$ cat src/rtl/aabb_frustum_cull_defines.svh
// Assertion macros for the box culling block.
// Included by the top level; needs clk and rst_n in the including scope.
`ifndef AABB_FRUSTUM_CULL_DEFINES_SVH
`define AABB_FRUSTUM_CULL_DEFINES_SVH

`ifndef ASSERT_OFF

// Implication checked on every rising edge outside reset.
`define AFC_ASSERT(label, prop, msg) \
    label: assert property (@(posedge clk) disable iff (!rst_n) (prop)) else $error(msg);

// Condition that must never hold outside reset.
`define AFC_ASSERT_NEVER(label, cond, msg) \
    label: assert property (@(posedge clk) disable iff (!rst_n) !(cond)) else $error(msg);

`else

`define AFC_ASSERT(label, prop, msg)
`define AFC_ASSERT_NEVER(label, cond, msg)

`endif

`endif

$ cat src/rtl/afc_pkg.sv
// Shared types and constants for the box culling block.
// No dependencies; used by every module of the block.
`default_nettype none

package afc_pkg;

    // Plane count and field widths.
    localparam int NUM_PLANES = 6;
    localparam int COORD_W    = 16;
    localparam int HALF_W     = 15;
    localparam int CORNER_W   = COORD_W + 1;
    localparam int COEF_W     = 16;
    localparam int PROD_W     = COEF_W + CORNER_W;
    localparam int SUM_W      = PROD_W + 1;
    localparam int D_SHIFT    = 14;
    localparam int CFG_W      = 4 * COEF_W;
    localparam int CFG_IDX_W  = 3;

    // Configuration register indexes.
    typedef enum logic [CFG_IDX_W-1:0] {
        REG_PLANE_RIGHT  = 3'd0,
        REG_PLANE_LEFT   = 3'd1,
        REG_PLANE_BOTTOM = 3'd2,
        REG_PLANE_TOP    = 3'd3,
        REG_PLANE_FAR    = 3'd4,
        REG_PLANE_NEAR   = 3'd5
    } cfg_idx_t;

    // One plane as packed in its register: d in the top field, a in the bottom.
    typedef struct packed {
        logic signed [COEF_W-1:0] d;
        logic signed [COEF_W-1:0] c;
        logic signed [COEF_W-1:0] b;
        logic signed [COEF_W-1:0] a;
    } plane_t;

    // Low and high corner coordinates of a box.
    typedef struct packed {
        logic signed [CORNER_W-1:0] lo_x;
        logic signed [CORNER_W-1:0] hi_x;
        logic signed [CORNER_W-1:0] lo_y;
        logic signed [CORNER_W-1:0] hi_y;
        logic signed [CORNER_W-1:0] lo_z;
        logic signed [CORNER_W-1:0] hi_z;
    } box_t;

endpackage

`default_nettype wire

$ cat src/rtl/afc_plane_eval.sv
// Tests a box against one plane using its most positive corner.
// Depends on afc_pkg for the plane and box types.
`default_nettype none

module afc_plane_eval (
    input  wire logic            clk,
    input  wire logic            load,
    input  wire afc_pkg::plane_t plane,
    input  wire afc_pkg::box_t   box,
    output logic                 in_front
);

    logic signed [afc_pkg::CORNER_W-1:0] sel_x;
    logic signed [afc_pkg::CORNER_W-1:0] sel_y;
    logic signed [afc_pkg::CORNER_W-1:0] sel_z;
    logic signed [afc_pkg::PROD_W-1:0]   prod_x_reg;
    logic signed [afc_pkg::PROD_W-1:0]   prod_y_reg;
    logic signed [afc_pkg::PROD_W-1:0]   prod_z_reg;
    logic signed [afc_pkg::PROD_W-1:0]   prod_x_next;
    logic signed [afc_pkg::PROD_W-1:0]   prod_y_next;
    logic signed [afc_pkg::PROD_W-1:0]   prod_z_next;
    logic signed [afc_pkg::SUM_W-1:0]    d_scaled;
    logic signed [afc_pkg::SUM_W-1:0]    sum;

    // The corner that maximizes the plane value takes the high side where the
    // normal component is non-negative and the low side where it is negative.
    always_comb
    begin
        sel_x = plane.a[afc_pkg::COEF_W-1] ? box.lo_x : box.hi_x;
        sel_y = plane.b[afc_pkg::COEF_W-1] ? box.lo_y : box.hi_y;
        sel_z = plane.c[afc_pkg::COEF_W-1] ? box.lo_z : box.hi_z;
        prod_x_next = afc_pkg::PROD_W'(plane.a) * afc_pkg::PROD_W'(sel_x);
        prod_y_next = afc_pkg::PROD_W'(plane.b) * afc_pkg::PROD_W'(sel_y);
        prod_z_next = afc_pkg::PROD_W'(plane.c) * afc_pkg::PROD_W'(sel_z);
    end

    // Product registers, one per axis.
    always_ff @(posedge clk)
    begin
        if (load)
        begin
            prod_x_reg <= prod_x_next;
            prod_y_reg <= prod_y_next;
            prod_z_reg <= prod_z_next;
        end
    end

    // Sum with d brought to the product scale; strictly positive means in front.
    always_comb
    begin
        d_scaled = afc_pkg::SUM_W'(plane.d) <<< afc_pkg::D_SHIFT;
        sum      = afc_pkg::SUM_W'(prod_x_reg) + afc_pkg::SUM_W'(prod_y_reg)
                 + afc_pkg::SUM_W'(prod_z_reg) + d_scaled;
        in_front = !sum[afc_pkg::SUM_W-1] && (sum != '0);
    end

endmodule

`default_nettype wire
$ cat config.mk
export PLATFORM = sky130hd
export DESIGN_NAME = afc_plane_eval
export DESIGN_NICKNAME = d
export VERILOG_FILES = /design/src/rtl/aabb_frustum_cull_defines.svh /design/src/rtl/afc_pkg.sv /design/src/rtl/afc_plane_eval.sv
export SDC_FILE = /design/constraint.sdc
export NUM_CORES = 2
export LEC_CHECK = 0
export BUFFER_PORTS_ARGS = -buffer_cell sky130_fd_sc_hd__buf_2
export CAP_MARGIN = 20
export CORE_ASPECT_RATIO = 0.5
export CORE_MARGIN = 2
export CORE_UTILIZATION = 55
export CTS_CLUSTER_SIZE = 10
export DETAILED_ROUTE_END_ITERATION = 12
export GPL_TIMING_DRIVEN = 0
export PLACE_DENSITY = 0.78
export SYNTH_ARGS = -nofsm -noshare
export SYNTH_HDL_FRONTEND = slang
export SYNTH_SLANG_ARGS = --single-unit
$ cat constraint.sdc
create_clock -name clk -period 8.7 [get_ports clk]
set_input_delay 1.305 -clock clk [delete_from_list [all_inputs] [get_ports clk]]
set_output_delay 1.305 -clock clk [all_outputs]
set_load 0.02 [all_outputs]
After elaboration in Yosys (flattened, before gate mapping)

Index checks and enable logic that the tools add are counted.

Bits in registers: 99
Latch bits: 0
Memory bits (writable): 0
Bits in read-only memories: 0
Bits of input ports: 168
Word-level logic and storage cells: 15
Memories kept: 0

Add/sub/neg operators: 3
Multiply operators: 3
Div/mod/pow operators: 0
Order comparisons: 0
Eq/ne operators: 0
Shift operators: 0
Muxes and demuxes: 3
Bitwise operators: 0
Reductions and logical operators: 3

Operators by type and width:

| kind                         | count |
|---|---|
| multiplier 16 x 17 -> 33 bit | 3 |
| 2-to-1 mux 17 bit            | 3 |
| adder 33 x 33 -> 34 bit      | 1 |
| adder 34 x 30 -> 34 bit      | 1 |
| adder 34 x 33 -> 34 bit      | 1 |
| nonzero test 34 bit          | 1 |
| logical AND 1 bit            | 1 |
| zero test 1 bit              | 1 |

Longest topological paths before layout

Depth in word-level cells: 5
Depth in mapped cells: 26
Gate-level depth less buffers: 23

Worst setup path after synthesis

Ideal clock, no wire load.

Path type: input-to-reg
Start point: input plane[15] (netlist name)
End point: register prod_x_reg[32] (netlist name) (data pin)
Arrival time: 7.976 ns
Slack: 0.465 ns
Cell stages on the path: 24
Buffers on the path: 3
Cells stage by stage: clkbuf_1 -> clkbuf_1 -> mux2_2 -> clkbuf_1 -> and2_1 -> fa_1 -> inv_1 -> fa_1 -> fa_1 -> inv_1 -> fa_1 -> fa_1 -> inv_1 -> fa_1 -> inv_1 -> ha_1 -> a21o_1 -> or4_1 -> o311a_1 -> a311o_1 -> a211oi_1 -> o31ai_1 -> a21oi_1 -> xnor2_1

Longest elaborated chain between the ends: 2

RTL lines:

| item                           | line                 | RTL |
|---|---|---|
| from (decl)                    | afc_plane_eval.sv:8  | `input wire afc_pkg::plane_t plane,` |
| 2-to-1 mux 17 bit              | afc_plane_eval.sv:29 | `sel_x = plane.a[afc_pkg::COEF_W-1] ? box.lo_x : box.hi_x;` |
| multiplier 16 x 17 -> 33 bit * | afc_plane_eval.sv:32 | `prod_x_next = afc_pkg::PROD_W'(plane.a) * afc_pkg::PROD_W'(sel_x);` |
| net prod_x_next (one bit)      | afc_plane_eval.sv:19 | `logic signed [afc_pkg::PROD_W-1:0] prod_x_next;` |
| to (signal assigned)           | afc_plane_eval.sv:42 | `prod_x_reg <= prod_x_next;` |
| to (decl)                      | afc_plane_eval.sv:16 | `logic signed [afc_pkg::PROD_W-1:0] prod_x_reg;` |

Mark *: on every way through the listed nets, which the timed path passes. The rest lies on a longest branch.
A chain may end at the register's enable or synchronous reset.

Final worst setup path

Start point: input plane[31] (netlist name)
End point: register prod_y_reg[31] (netlist name) (data pin)

Longest elaborated chain between the ends: 2

RTL lines:

| item                           | line                 | RTL |
|---|---|---|
| 2-to-1 mux 17 bit              | afc_plane_eval.sv:30 | `sel_y = plane.b[afc_pkg::COEF_W-1] ? box.lo_y : box.hi_y;` |
| multiplier 16 x 17 -> 33 bit * | afc_plane_eval.sv:33 | `prod_y_next = afc_pkg::PROD_W'(plane.b) * afc_pkg::PROD_W'(sel_y);` |
| net prod_y_next (one bit)      | afc_plane_eval.sv:20 | `logic signed [afc_pkg::PROD_W-1:0] prod_y_next;` |
| to (signal assigned)           | afc_plane_eval.sv:43 | `prod_y_reg <= prod_y_next;` |
| to (decl)                      | afc_plane_eval.sv:17 | `logic signed [afc_pkg::PROD_W-1:0] prod_y_reg;` |

Marks and branches as above.

==> results by group <==
Status
  • Status: finished, final reports clean

STA
  • Final setup violation count: 0
  • WHS: roughly 1.4 ns
  • Max Freq: 0.1178 GHz
  • Final Hold Vio Count: 0
  • Fin crit share: 97.56%
  • Slew @ Worst Pin: between 0.9 and 1 ns
  • Tmin final: about 8.5 ns
  • Final Max Slew Viols: 0
  • Slew margin rel.: 31.52%

Floorplan
  • Num ports: 169
  • Total die area: ~70,000 um^2
  • DIE HEIGHT: roughly 190 um
  • Rows: 67
  • Core ar.: ~67,000 um^2
  • Starting Density: between 50% and 60%
  • Width of the die: ~370 um

Global routing
  • GRT Overall Usage: between 20% and 30%
  • First-pass GRT wire length: 159,800 um
  • Antenna violations before repair: 2
  • Pin count of the biggest net entering global routing: between 80 and 90
  • Met3 Track Usage GR: 3.605%
  • GRT met2 Usage: ~48%
  • Busiest grt layer: met2
  • Number of global-route vias before repair: between 20,000 and 30,000
  • Met1 Use GR: a little over two fifths
  • GRT Residual Overflow: 0

Critical path
  • Data arrival, critical path: ~8.6 ns
  • CP cell instances: buf_2 > clkbuf_2 > mux2_2 > clkbuf_1 > nand2_1 > inv_1 > fa_1 > fa_1 > fa_1 > fa_1 > fa_1 > inv_1 > fa_1 > inv_1 > ha_1 > a21o_1 > a21oi_1 > o211ai_1 > a21oi_2 > o21ai_1 > o21a_1 > a31o_2 > xor2_1
  • Critical path's slowest cell: fa_1
  • Crit end category: flip-flop
  • Slowest stage delay, CP: about 0.75 ns
  • Critical setup path kind: in -> reg
  • Crit-path most repeated cell: fa_1
  • Max Fanout on Critical Path: 10
  • Critical Path Start Type: primary input
  • CP required: slightly below 9 ns

Logic synthesis
  • Synthesized area: between 30,000 and 40,000 um^2
  • Number of synthesized flops with an enable pin: a little under 100
  • Yosys warns: 0
  • Synth async-reset ratio: 0%
  • Cell count after synthesis: ~4,000
  • Most common library cells after synthesis: inv_1 (923), fa_1 (881), nand2_1 (409)
  • Synth Net Count: ~5,200
  • Most common cell in the synthesized netlist: inv_1
  • Prevailing post-synth register cell: edfxtp_1
  • Mapped Avg Cell Area: roughly 9.6 um^2
  • Synth Register Bits: between 90 and 100
  • Synth unique cells: 72
  • Top-area cell type share of the netlist area: between 40% and 50%
  • Synth area leaders: fa_1 (47%), ha_1 (9.9%), inv_1 (9.2%)
  • Post-synthesis sequential area ratio: 7.937%
  • Post-synth top area cell: fa_1

Finish
  • Final instance area: about 40,000 um^2
  • Area delta synth->final: 6.166%
  • Final #Nets: 5,401
  • Share of layout cells above drive strength 1: under 10%

Placed design
  • Dpl cell area: just under 40,000 um^2
  • Dpl hpwl: 86,850 um
  • Placer Congestion: roughly 1.0
  • Port-buffer cells: around 160

Flow run
  • MaxCap Viol Count: 0

CTS
  • H-tree levels: 3
  • CTS clk-pin slew, worst paths: around 0.070 ns
  • Max Root-Sink Buffers: 2
  • TritonCTS clock tree: done
  • CTS buffer count: 9
  • Clock sinks: 99
  • Clk root buf: clkbuf_16

Route
  • DRC: 0
  • Starting DRT DRC Count: about 2,100
  • Via-to-Cell Ratio: 5.504
  • DR vias: between 20,000 and 30,000
  • DR WL/cell: 19.85 um
  • DR pass1 iterations: 5
  • Final WL: just under 100,000 um
  • Post-DRT Antenna Nets: 0

Worst hold path
  • Cell depth of the worst min-delay path: 1
  • Hold Path Origin: load
  • Min-Delay Path Class: in -> reg
  • Hold EP: prod_x_reg[32]$_DFFE_PP_
[worst max path at each step]
stage	slack [ns]	end	start	depth (start not counted)
after floorplan	0.46	prod_x_reg[32]$_DFFE_PP_	plane[15]	24
after CTS	0.02	prod_x_reg[32]$_DFFE_PP_	plane[15]	24
after global routing	-0.01	prod_x_reg[32]$_DFFE_PP_	plane[15]	24
after detailed placement	-0.91	prod_x_reg[31]$_DFFE_PP_	plane[15]	23
final	0.21	prod_y_reg[31]$_DFFE_PP_	plane[31]	23
after global placement	-0.83	prod_x_reg[31]$_DFFE_PP_	plane[15]	23
[layer usage]
| metal | wire, um | vias up | share of wire [%] |
|---|---|---|---|
| met4 | 2151 | 0 | 2.2 |
| met5 | 0 | - | 0 |
| met3 | 6888 | 144 | 7.0 |
| met1 | 43160 | 14090 | 44 |
| met2 | 46280 | 1015 | 47 |
| li1 | - | 12060 | - |
[critical path, delay by kind of cell]
kind	cells	cell delay [ns]
multiplexers	1	0.46
XOR/XNOR	1	0.40
AND/OR/NAND/NOR	1	0.21
adder cells (fa/ha/maj)	7	3.64
buffers and inverters	6	0.96
AO/OA/AOI/OAI	7	1.60
[final cells by class]
type | count | area (um^2)
Antenna cell | 3 | 7.507
Multi-Input combinational cell | 2742 | 30580
Tap cell | 897 | 1122
Buffer | 117 | 459.2
Clock buffer | 9 | 225.2
Sequential cell | 99 | 2973
Clock inverter | 7 | 83.83
Timing Repair Buffer | 164 | 850.8
Fill cell | 5755 | 27380
Inverter | 923 | 3465
[layout by cell type (no fill, tap or decap), drive strengths merged, types with 32 or more instances in the layout]
cell type	count
clkbuf	124
xnor2	92
nand2	409
o21ai	53
a21oi	105
nor2b	46
a21o	41
mux2	48
and2	366
edfxtp	99
nand2b	32
fa	881
buf	166
nor2	100
inv	926
ha	296
[metrics by stage]
| stage | cells | setup TNS, ns | setup WS [ns] | utilization (%) |
|---|---|---|---|---|
| 6_report | 4961 | 0 | 0.2120 | 59.22 |
| 5_1_grt | 4959 | -0.01239 | -0.01239 | 59.21 |
| 4_1_cts | 4961 | 0 | 0.01938 | 59.18 |
| 3_5_place_dp | 4945 | -9.993 | -0.9117 | 58.70 |
| 3_3_place_gp | 4944 | -7.799 | -0.8325 | 58.65 |
| 2_1_floorplan | 3886 | 0 | 0.4646 | - |
[logic make-up after synthesis]
family	count (synthesis)	synth area share (%)
buffers and inverters	1045	10.48
multiplexers	57	1.684
XOR/XNOR	121	2.829
adder cells (fa/ha/maj)	1177	56.97
flip-flops	99	7.937
AO/OA/AOI/OAI	325	5.816
AND/OR/NAND/NOR	1062	14.28
[what timing repair did]
action	CTS	global route
pin swaps	0	1
setup buffers	0	2
resized for setup	6	20
hold buffers	0	0
endpoints found under the setup margin	12	18
Power is left out: the tool's default activity adds up to more than one toggle a clock period on the data nets, which glitch-free logic cannot reach.
