**config.mk**
```make
export PLATFORM = sky130hd
export DESIGN_NAME = afc_plane_regs
export DESIGN_NICKNAME = d
export VERILOG_FILES = /design/src/rtl/aabb_frustum_cull_defines.svh /design/src/rtl/afc_pkg.sv /design/src/rtl/afc_plane_regs.sv
export SDC_FILE = /design/constraint.sdc
export NUM_CORES = 1
export LEC_CHECK = 0
export BUFFER_PORTS_ARGS = -buffer_cell sky130_fd_sc_hd__clkbuf_2
export CAP_MARGIN = 20
export CORE_ASPECT_RATIO = 1.2
export CORE_UTILIZATION = 35
export CTS_BUF_LIST = sky130_fd_sc_hd__clkbuf_4
export DETAILED_ROUTE_END_ITERATION = 7
export GPL_ROUTABILITY_DRIVEN = 0
export PLACE_DENSITY = 0.57
export SETUP_SLACK_MARGIN = 0.1
export SLEW_MARGIN = 25
export SYNTH_ARGS = -nofsm -noshare
export SYNTH_HDL_FRONTEND = slang
export SYNTH_SLANG_ARGS = --single-unit
```
**constraint.sdc**
```tcl
create_clock -name clk -period 0.8 [get_ports clk]
set_input_delay 0.04 -clock clk [delete_from_list [all_inputs] [get_ports clk]]
set_output_delay 0.04 -clock clk [all_outputs]
set_load 0.1 [all_outputs]
```
**src/rtl/aabb_frustum_cull_defines.svh**
```systemverilog
// Assertion macros for the box culling block.
// Included by the top level; needs clk and rst_n in the including scope.
`ifndef AABB_FRUSTUM_CULL_DEFINES_SVH
`define AABB_FRUSTUM_CULL_DEFINES_SVH

`ifndef ASSERT_OFF

// Implication checked on every rising edge outside reset.
`define AFC_ASSERT(label, prop, msg) \
    label: assert property (@(posedge clk) disable iff (!rst_n) (prop)) else $error(msg);

// Condition that must never hold outside reset.
`define AFC_ASSERT_NEVER(label, cond, msg) \
    label: assert property (@(posedge clk) disable iff (!rst_n) !(cond)) else $error(msg);

`else

`define AFC_ASSERT(label, prop, msg)
`define AFC_ASSERT_NEVER(label, cond, msg)

`endif

`endif

```
**src/rtl/afc_pkg.sv**
```systemverilog
// Shared types and constants for the box culling block.
// No dependencies; used by every module of the block.
`default_nettype none

package afc_pkg;

    // Plane count and field widths.
    localparam int NUM_PLANES = 6;
    localparam int COORD_W    = 16;
    localparam int HALF_W     = 15;
    localparam int CORNER_W   = COORD_W + 1;
    localparam int COEF_W     = 16;
    localparam int PROD_W     = COEF_W + CORNER_W;
    localparam int SUM_W      = PROD_W + 1;
    localparam int D_SHIFT    = 14;
    localparam int CFG_W      = 4 * COEF_W;
    localparam int CFG_IDX_W  = 3;

    // Configuration register indexes.
    typedef enum logic [CFG_IDX_W-1:0] {
        REG_PLANE_RIGHT  = 3'd0,
        REG_PLANE_LEFT   = 3'd1,
        REG_PLANE_BOTTOM = 3'd2,
        REG_PLANE_TOP    = 3'd3,
        REG_PLANE_FAR    = 3'd4,
        REG_PLANE_NEAR   = 3'd5
    } cfg_idx_t;

    // One plane as packed in its register: d in the top field, a in the bottom.
    typedef struct packed {
        logic signed [COEF_W-1:0] d;
        logic signed [COEF_W-1:0] c;
        logic signed [COEF_W-1:0] b;
        logic signed [COEF_W-1:0] a;
    } plane_t;

    // Low and high corner coordinates of a box.
    typedef struct packed {
        logic signed [CORNER_W-1:0] lo_x;
        logic signed [CORNER_W-1:0] hi_x;
        logic signed [CORNER_W-1:0] lo_y;
        logic signed [CORNER_W-1:0] hi_y;
        logic signed [CORNER_W-1:0] lo_z;
        logic signed [CORNER_W-1:0] hi_z;
    } box_t;

endpackage

`default_nettype wire

```
**src/rtl/afc_plane_regs.sv**
```systemverilog
// Configuration store holding the six frustum planes.
// Depends on afc_pkg for the plane type and register indexes.
`default_nettype none

module afc_plane_regs (
    input  wire logic                           clk,
    input  wire logic                           rst_n,
    input  wire logic                           cfg_we,
    input  wire logic [afc_pkg::CFG_IDX_W-1:0]  cfg_index,
    input  wire logic [afc_pkg::CFG_W-1:0]      cfg_data,
    output afc_pkg::plane_t [afc_pkg::NUM_PLANES-1:0] planes
);

    afc_pkg::plane_t [afc_pkg::NUM_PLANES-1:0] planes_reg;
    afc_pkg::plane_t [afc_pkg::NUM_PLANES-1:0] planes_next;

    // Decode the write; indexes past the last plane are dropped.
    always_comb
    begin
        planes_next = planes_reg;
        if (cfg_we)
        begin
            case (afc_pkg::cfg_idx_t'(cfg_index))
                afc_pkg::REG_PLANE_RIGHT:  planes_next[0] = afc_pkg::plane_t'(cfg_data);
                afc_pkg::REG_PLANE_LEFT:   planes_next[1] = afc_pkg::plane_t'(cfg_data);
                afc_pkg::REG_PLANE_BOTTOM: planes_next[2] = afc_pkg::plane_t'(cfg_data);
                afc_pkg::REG_PLANE_TOP:    planes_next[3] = afc_pkg::plane_t'(cfg_data);
                afc_pkg::REG_PLANE_FAR:    planes_next[4] = afc_pkg::plane_t'(cfg_data);
                afc_pkg::REG_PLANE_NEAR:   planes_next[5] = afc_pkg::plane_t'(cfg_data);
                default:                   planes_next = planes_reg;
            endcase
        end
    end

    // Plane registers; all planes clear to zero.
    always_ff @(posedge clk or negedge rst_n)
    begin
        if (!rst_n)
        begin
            planes_reg <= '0;
        end
        else
        begin
            planes_reg <= planes_next;
        end
    end

    assign planes = planes_reg;

endmodule

`default_nettype wire

```
* After elaboration in Yosys (flattened, before gate mapping)
Cells that the tools add are included.
** Cells by class
- Equality and inequality tests :: 5
- Reduce and logical (&&, ||, !) cells :: 7
- Bitwise operators :: 0
- Multipliers :: 0
- Magnitude comparators :: 0
- Div/mod/pow operators :: 0
- $add $sub $neg :: 0
- Mux-type cells :: 0
- Shifts and indexed selects :: 0
** Operators with widths (number)
- 2-bit AND reduction :: 6
- 3-bit by 2-bit equality test with 1-bit output (second input constant) :: 2
- 3-bit equality test (second input constant) :: 2
- 3-bit by 1-bit equality test with 1-bit output (second input constant) :: 1
- 3-bit zero test :: 1
** Word-level totals
- Word-level logic and storage cells :: 36
- Bits in registers :: 384
- Memories kept :: 0
- Bits in read-only memories :: 0
- Latch bits :: 0
- Output and inout port bits :: 384
- Input port bits :: 70
- RAM bits :: 0

* Depth between registers and ports, before layout
Gate-level depths: netlist of run 1.
- Word-level depth :: 2
- Mapped depth :: 4
- Mapped depth without buffers :: 2

* Worst setup path before layout of run 1
Ideal clock, no wire load.
- Path type :: flip-flop to flip-flop
- From :: register, netlist name planes[192]
- To :: register planes_reg, in the netlist planes[192]
- Required time :: 0.674 ns
- Library setup time :: 0.126 ns
- Cell stages (with the launch flop) :: 2
- Setup slack :: -0.460 ns
- Arrival time :: 1.134 ns
- Cells stage by stage :: dfrtp_1 -> mux2_2
** RTL lines
- end signal: assignment :: RTL line afc_plane_regs.sv:44 : planes_reg <= planes_next;
- end: declaration :: RTL line afc_plane_regs.sv:14 : afc_pkg::plane_t [afc_pkg::NUM_PLANES-1:0] planes_reg;

* Final worst setup path of run 1
- From :: register planes_reg, in the netlist planes[325]
- To :: output port planes[325] (netlist bit)
** RTL lines
- end: declaration :: RTL line afc_plane_regs.sv:11 : output afc_pkg::plane_t [afc_pkg::NUM_PLANES-1:0] planes
No word-level cell between the ends.

==> flow_summary.json, run 1 <==
{
  "status": "complete, but fails checks",
  "failed_checks": "design-rule violations, negative hold slack, negative setup slack",
  "crit_fanout": 2,
  "relSlewSlack_pct": 74.6,
  "synth_area_um2": 15300,
  "power_density_nw_per_um2": 3620,
  "area_delta_synth_final_pct": 122,
  "cp-endpoint": "planes[325]",
  "clock_path_buffers": 3,
  "post-route-drc-count": 28,
  "fp.dieH_um": 231,
  "ios": 454,
  "drv_slew": 0,
  "r2r_cells": 3,
  "synth_warnings": 0,
  "clock_sinks": 384,
  "critPathMaxStageDelay_ps": 490,
  "dr_total_vias": 12200,
  "grt-ovfl-total": 0,
  "grt_usage_pct": 25.3,
  "cp-end-kind": "output pin",
  "htreeDepth": 3,
  "initial_utilization_pct": 35.7,
  "cpLargestDelayFamily": "flip-flops",
  "placementRows": 83,
  "rrSetupSlack_ps": -310,
  "die_x_um": 193,
  "synthCells": 816,
  "synth_fa_ha_area_share_pct": 0,
  "topRoutingLayerUsed": "met4",
  "peakVddDrop_mv": 2.32,
  "rr_startpoint": "planes[53]",
  "dpl.hpwl_um": 35400,
  "finalWorstSetupSlack_ps": -793,
  "hold_path.class": "in2async",
  "met1_length_um": 22400,
  "critPathSlowestCell": "dfrtp_4",
  "synth_nets": 886,
  "period_minus_slack_ps": 1590,
  "ctsRootBufferMaster": "clkbuf_4",
  "cp_data_arrival_time_ps": 1550,
  "grt_pass1_wl_um": 84600,
  "drt_first_iter_violations": 372,
  "wl_met3_um": 4180,
  "holdBufCountCts": 66,
  "ant_nets": 0,
  "p_total_mw": 123,
  "io_buffers": 453,
  "cts_tree": "yes",
  "setup_viol": 680,
  "final-hold-violation-count": 38,
  "insertion_delay_ps": 750,
  "synth_top_family_by_area": "multiplexers",
  "layout_commonest_cell": "buf_6",
  "drv_cap": 0,
  "synth_seq_cells": 384,
  "tightest_slew_ps": 381,
  "nNetsFinal": 2091,
  "yosysUniqueCellTypes": 10,
  "path_depth": 2,
  "met2_length_um": 31800,
  "crit_path_start": "planes[325]",
  "timing.rr.end": "planes[53]",
  "synthXorXnorAreaFrac_pct": 0,
  "finalCritPeriodShare_pct": 199,
  "antenna_found_initial": 2,
  "skew_ps": 0,
  "synth_compound_area_share_pct": 0,
  "cp-start-kind": "flop",
  "critical_path_required_ps": 760,
  "crit_chain": "buf_6, buf_12",
  "clk_pin_slew_ps": 70,
  "p_leak_nw": 15.9,
  "via_per_inst": 4.64,
  "cts_made_buffers": 98,
  "whs_ps": -233,
  "syn_avg_cell_area_um2": 18.8,
  "critical_path_class": "reg2out",
  "largest_register_ffs": 384,
  "drt_first_pass_iters": 6,
  "wl_per_cell_um": 22.9,
  "rsz0062_at_grt": "true",
  "yosysSeqAreaShare_pct": 62.6,
  "synth_mux_area_share_pct": 32.8,
  "fill_cells": 2100,
  "synth-simple-area-share_pct": 0.457,
  "grt_max_degree": 67,
  "core_region_area_um2": 43000,
  "drive_gt1_share_pct": 95.5,
  "cp.buffers_inverters": 2,
  "layout.cells.most_common_list": "557 x buf_6, 419 x buf_12, 373 x mux2_4",
  "dieArea_um2": 44700,
  "grt_pass1_vias": 13800,
  "drt-total-wl_um": 60400,
  "tns_ps": -303000,
  "fmax_mhz": 628
}
==> per-layer routing <==
layer,GRT usage [%],vias up
met1,29.2,6368
met4,10.9,0
li1,-,5319
met2,43.3,439
met3,7.28,122
met5,0,-
==> repair_timing <==
action / in CTS / in global routing
buffers inserted: 126 / 97
hold endpoints to repair: 768 / 97
endpoints found under the setup margin: 768 / 768
resized for setup: 420 / 161
==> worst min-delay path by stage <==
stage	to	slack, ps	depth (start not counted)
6_report	planes[366]	-230	3
5_1_grt	planes[366]	-290	3
4_1_cts	planes[366]	-330	3
3_5_place_dp	planes[302]	-120	1
3_3_place_gp	planes[302]	-120	1
2_1_floorplan	planes[0]	-260	0
==> where the power goes <==
part	switching, mW	total [mW]	leakage [nW]	internal (mW)
Combinational	42.7	76.7	10.9	34.1
Sequential	4.05	29.3	4.20	25.3
Clock	8.77	17.4	0.711	8.62
==> area by class of cell <==
cell class              count  area, um2  area share (%)
diodes                      2       5.00          0.0147
repair buffers           1147      15900            46.7
clock buffers             132        991            2.90
flip-flops and latches    384      10400            30.6
multi-input cells         390       5810            17.0
well taps                 552        691            2.02
clock inverters            35        221           0.649
==> through the flow <==
| step | utilization [%] | instance area, um2 | setup WS [ps] | hold slack, ps | cells |
|---|---|---|---|---|---|
| 3_5_place_dp | 66.9 | 28800 | -618 | -116 | 2226 |
| 5_1_grt | 79.3 | 34100 | -879 | -287 | 2642 |
| 4_1_cts | 77.1 | 33200 | -872 | -328 | 2585 |
| 6_report | 79.3 | 34100 | -793 | -233 | 2642 |
| 3_3_place_gp | 66.9 | 28800 | -554 | -117 | 2226 |
| 2_1_floorplan | - | 16900 | -286 | -256 | 816 |
==> cells in the mapped netlist, drive strengths merged <==
cell type,number,area [um2]
dfrtp,384,9610
mux2,384,5040
buf,42,626
and4bb,3,37.5
nand4b,2,17.5
nor4b,1,15.0
==> worst reg2reg max path: cells and delay by family (launching register included) <==
family | cells | cell delay [ps]
DFF | 1 | 490
muxes | 1 | 270
buffers and inverters | 2 | 240
==> logic make-up after synthesis <==
group	after synthesis
muxes	384
buffers and inverters	42
and+or+nand+nor	6
DFF	384
(Power assumes the default switching activity.)
==> run 2: changes to the inputs <==
--- a/config.mk
+++ b/config.mk
@@ -5,6 +5,7 @@
 export SDC_FILE = /design/constraint.sdc
 export NUM_CORES = 1
 export LEC_CHECK = 0
+export ABC_AREA = 1
 export BUFFER_PORTS_ARGS = -buffer_cell sky130_fd_sc_hd__clkbuf_2
 export CAP_MARGIN = 20
 export CORE_ASPECT_RATIO = 1.2
==> flow_summary.json, run 2 <==
{
  "status": "complete, but fails checks",
  "failed_checks": "negative hold slack, negative setup slack",
  "yosysSeqAreaShare_pct": 64.8,
  "yosysUniqueCellTypes": 11,
  "critPathMaxStageDelay_ps": 510,
  "synth_area_um2": 14800,
  "grt-ovfl-total": 0,
  "synth_nets": 1732,
  "dp_slack_ps": -323,
  "whs_ps": -364,
  "setup_viol": 521,
  "peakVddDrop_mv": 2.13,
  "tightest_slew_ps": 341,
  "critPathSlowestCell": "dfrtp_4",
  "ios": 454,
  "drt_first_iter_violations": 889,
  "largest_register_ffs": 384,
  "multi_input_area_um2": 5240,
  "seq_area_um2": 11000,
  "critical_path_class": "reg2out",
  "cts_tree": "yes",
  "grt_max_degree": 58,
  "layout_commonest_cell": "nand2_1",
  "clock_sinks": 384,
  "wl_per_cell_um": 20.9,
  "post-route-drc-count": 0,
  "rsz0062_at_grt": "true",
  "core_region_area_um2": 41800,
  "cp_data_arrival_time_ps": 1540,
  "placementRows": 82,
  "tns_ps": -308930,
  "dieArea_um2": 43200,
  "synth_seq_cells": 384,
  "final-hold-violation-count": 497,
  "crit_path_start": "planes[342]",
  "ys_top_cells_by_count": "906 x nand2_1, 384 x dfrtp_1, 256 x nand3_1",
  "finalCritPeriodShare_pct": 198,
  "design_area_um2": 30800,
  "clk_pin_slew_ps": 80,
  "cp.buffers_inverters": 1,
  "io_buffers": 453,
  "p_total_mw": 98.2,
  "hold_path.class": "in2async",
  "drv_slew": 0,
  "drive_gt1_share_pct": 52.1,
  "finalWorstSetupSlack_ps": -783,
  "syn_avg_cell_area_um2": 8.92,
  "ant_nets": 0,
  "grt_usage_pct": 29.0,
  "critical_path_required_ps": 760,
  "fp.dieH_um": 227,
  "p_leak_nw": 13.9,
  "instances_no_fill": 3140,
  "drt-total-wl_um": 65700,
  "utilization_pct": 73.7,
  "dr_total_vias": 15800,
  "grt_pass1_vias": 16200,
  "ctsRootBufferMaster": "clkbuf_4",
  "cp-start-kind": "flop",
  "fill_cells": 2671,
  "drv_cap": 0,
  "synth_top_cell_area_share_pct": 64.8,
  "rr_startpoint": "planes[375]",
  "cpLargestDelayFamily": "flip-flops",
  "dpl.cell_count": 2647,
  "synthCells": 1662,
  "synth_top_area_cell": "dfrtp_1",
  "fmax_mhz": 632,
  "insertion_delay_ps": 830,
  "async_reset_ff_share_pct": 100,
  "synth.most_common_cell": "nand2_1",
  "initial_utilization_pct": 35.5,
  "layout.cells.most_common_list": "724 x nand2_1, 429 x buf_12, 383 x dfrtp_4",
  "crit_chain": "buf_12",
  "skew_ps": 0,
  "htreeDepth": 3,
  "synth_warnings": 0,
  "place_area_um2": 25800,
  "drt_first_pass_iters": 5,
  "synth_edf_count": 0,
  "cp-end-kind": "output pin",
  "period_minus_slack_ps": 1580,
  "antenna_found_initial": 3,
  "clock_path_buffers": 3,
  "cts_made_buffers": 97,
  "dpl.hpwl_um": 40300,
  "yosys-top-cells-area": "dfrtp_1 65%, nand2_1 23%, nand3_1 8.6%",
  "via_per_inst": 5.03,
  "area_delta_synth_final_pct": 108,
  "grt_pass1_wl_um": 94500,
  "synth-main-ff-cell": "dfrtp_1",
  "nNetsFinal": 2591,
  "die_x_um": 190,
  "power_density_nw_per_um2": 3190,
  "relSlewSlack_pct": 77.2,
  "crit_fanout": 2
}
-- run 2: cell types whose count changed after synthesis, moves of 4 or more --
cell      delta
nand3_1    +256
buf_2       +58
mux2_4     -190
buf_6        -4
mux2_2     -194
buf_12      -24
buf_4       -11
nand2_1    +906
clkbuf_1    +43
-- run 2: power breakdown --
group | total [mW] | switching [mW] | internal [mW]
Clock | 16.6 | 8.32 | 8.27
Combinational | 51.7 | 34.2 | 17.5
Sequential | 29.9 | 4.48 | 25.5
Total | 98.2 | 47.0 | 51.2
-- run 2: final timing paths --
path,slack (ps),cells past startpoint,end
worst min-delay path,-360,2,planes[324]
worst max-delay path,-780,1,planes[342]
max in group asynchronous,100,4,planes[82]
worst min register to register,550,2,planes[136]
worst max register to register,-150,4,planes[375]
min in group clk,-190,5,planes[107]
-- run 2: logic make-up (layout without fill, tap and decap cells) --
group	Yosys count	count (layout)	synth area share, %
other cells	0	2	0
flops	384	384	64.8
simple gates	1168	1168	31.8
buf+inv	110	1040	3.32
-- run 2: repair_timing --
| item | 4_1_cts | 5_1_grt |
|---|---|---|
| setup endpoints to repair | 727 | 772 |
| setup buffers | 13 | 71 |
| gates resized for setup | 64 | 232 |
| gates cloned | 0 | 8 |
| pin swaps | 0 | 7 |
| endpoints found under the hold margin | 768 | 433 |
| hold buffers | 234 | 2 |
-- run 2: final cells by class --
class,count,area share [%]
diodes,2,0.0163
repair buffers,864,40.9
flip-flops and latches,384,35.9
inverters,6,0.0732
multi-input cells,1168,17.0
clock inverters,38,0.654
clock buffers,132,3.22
well taps,546,2.22
-- run 2: metal layers --
metal	share of wire, %	GRT usage, %
met4	5.7	17.8
met2	51	48.2
met1	36	32.7
met3	7.9	8.85
met5	0.020	0
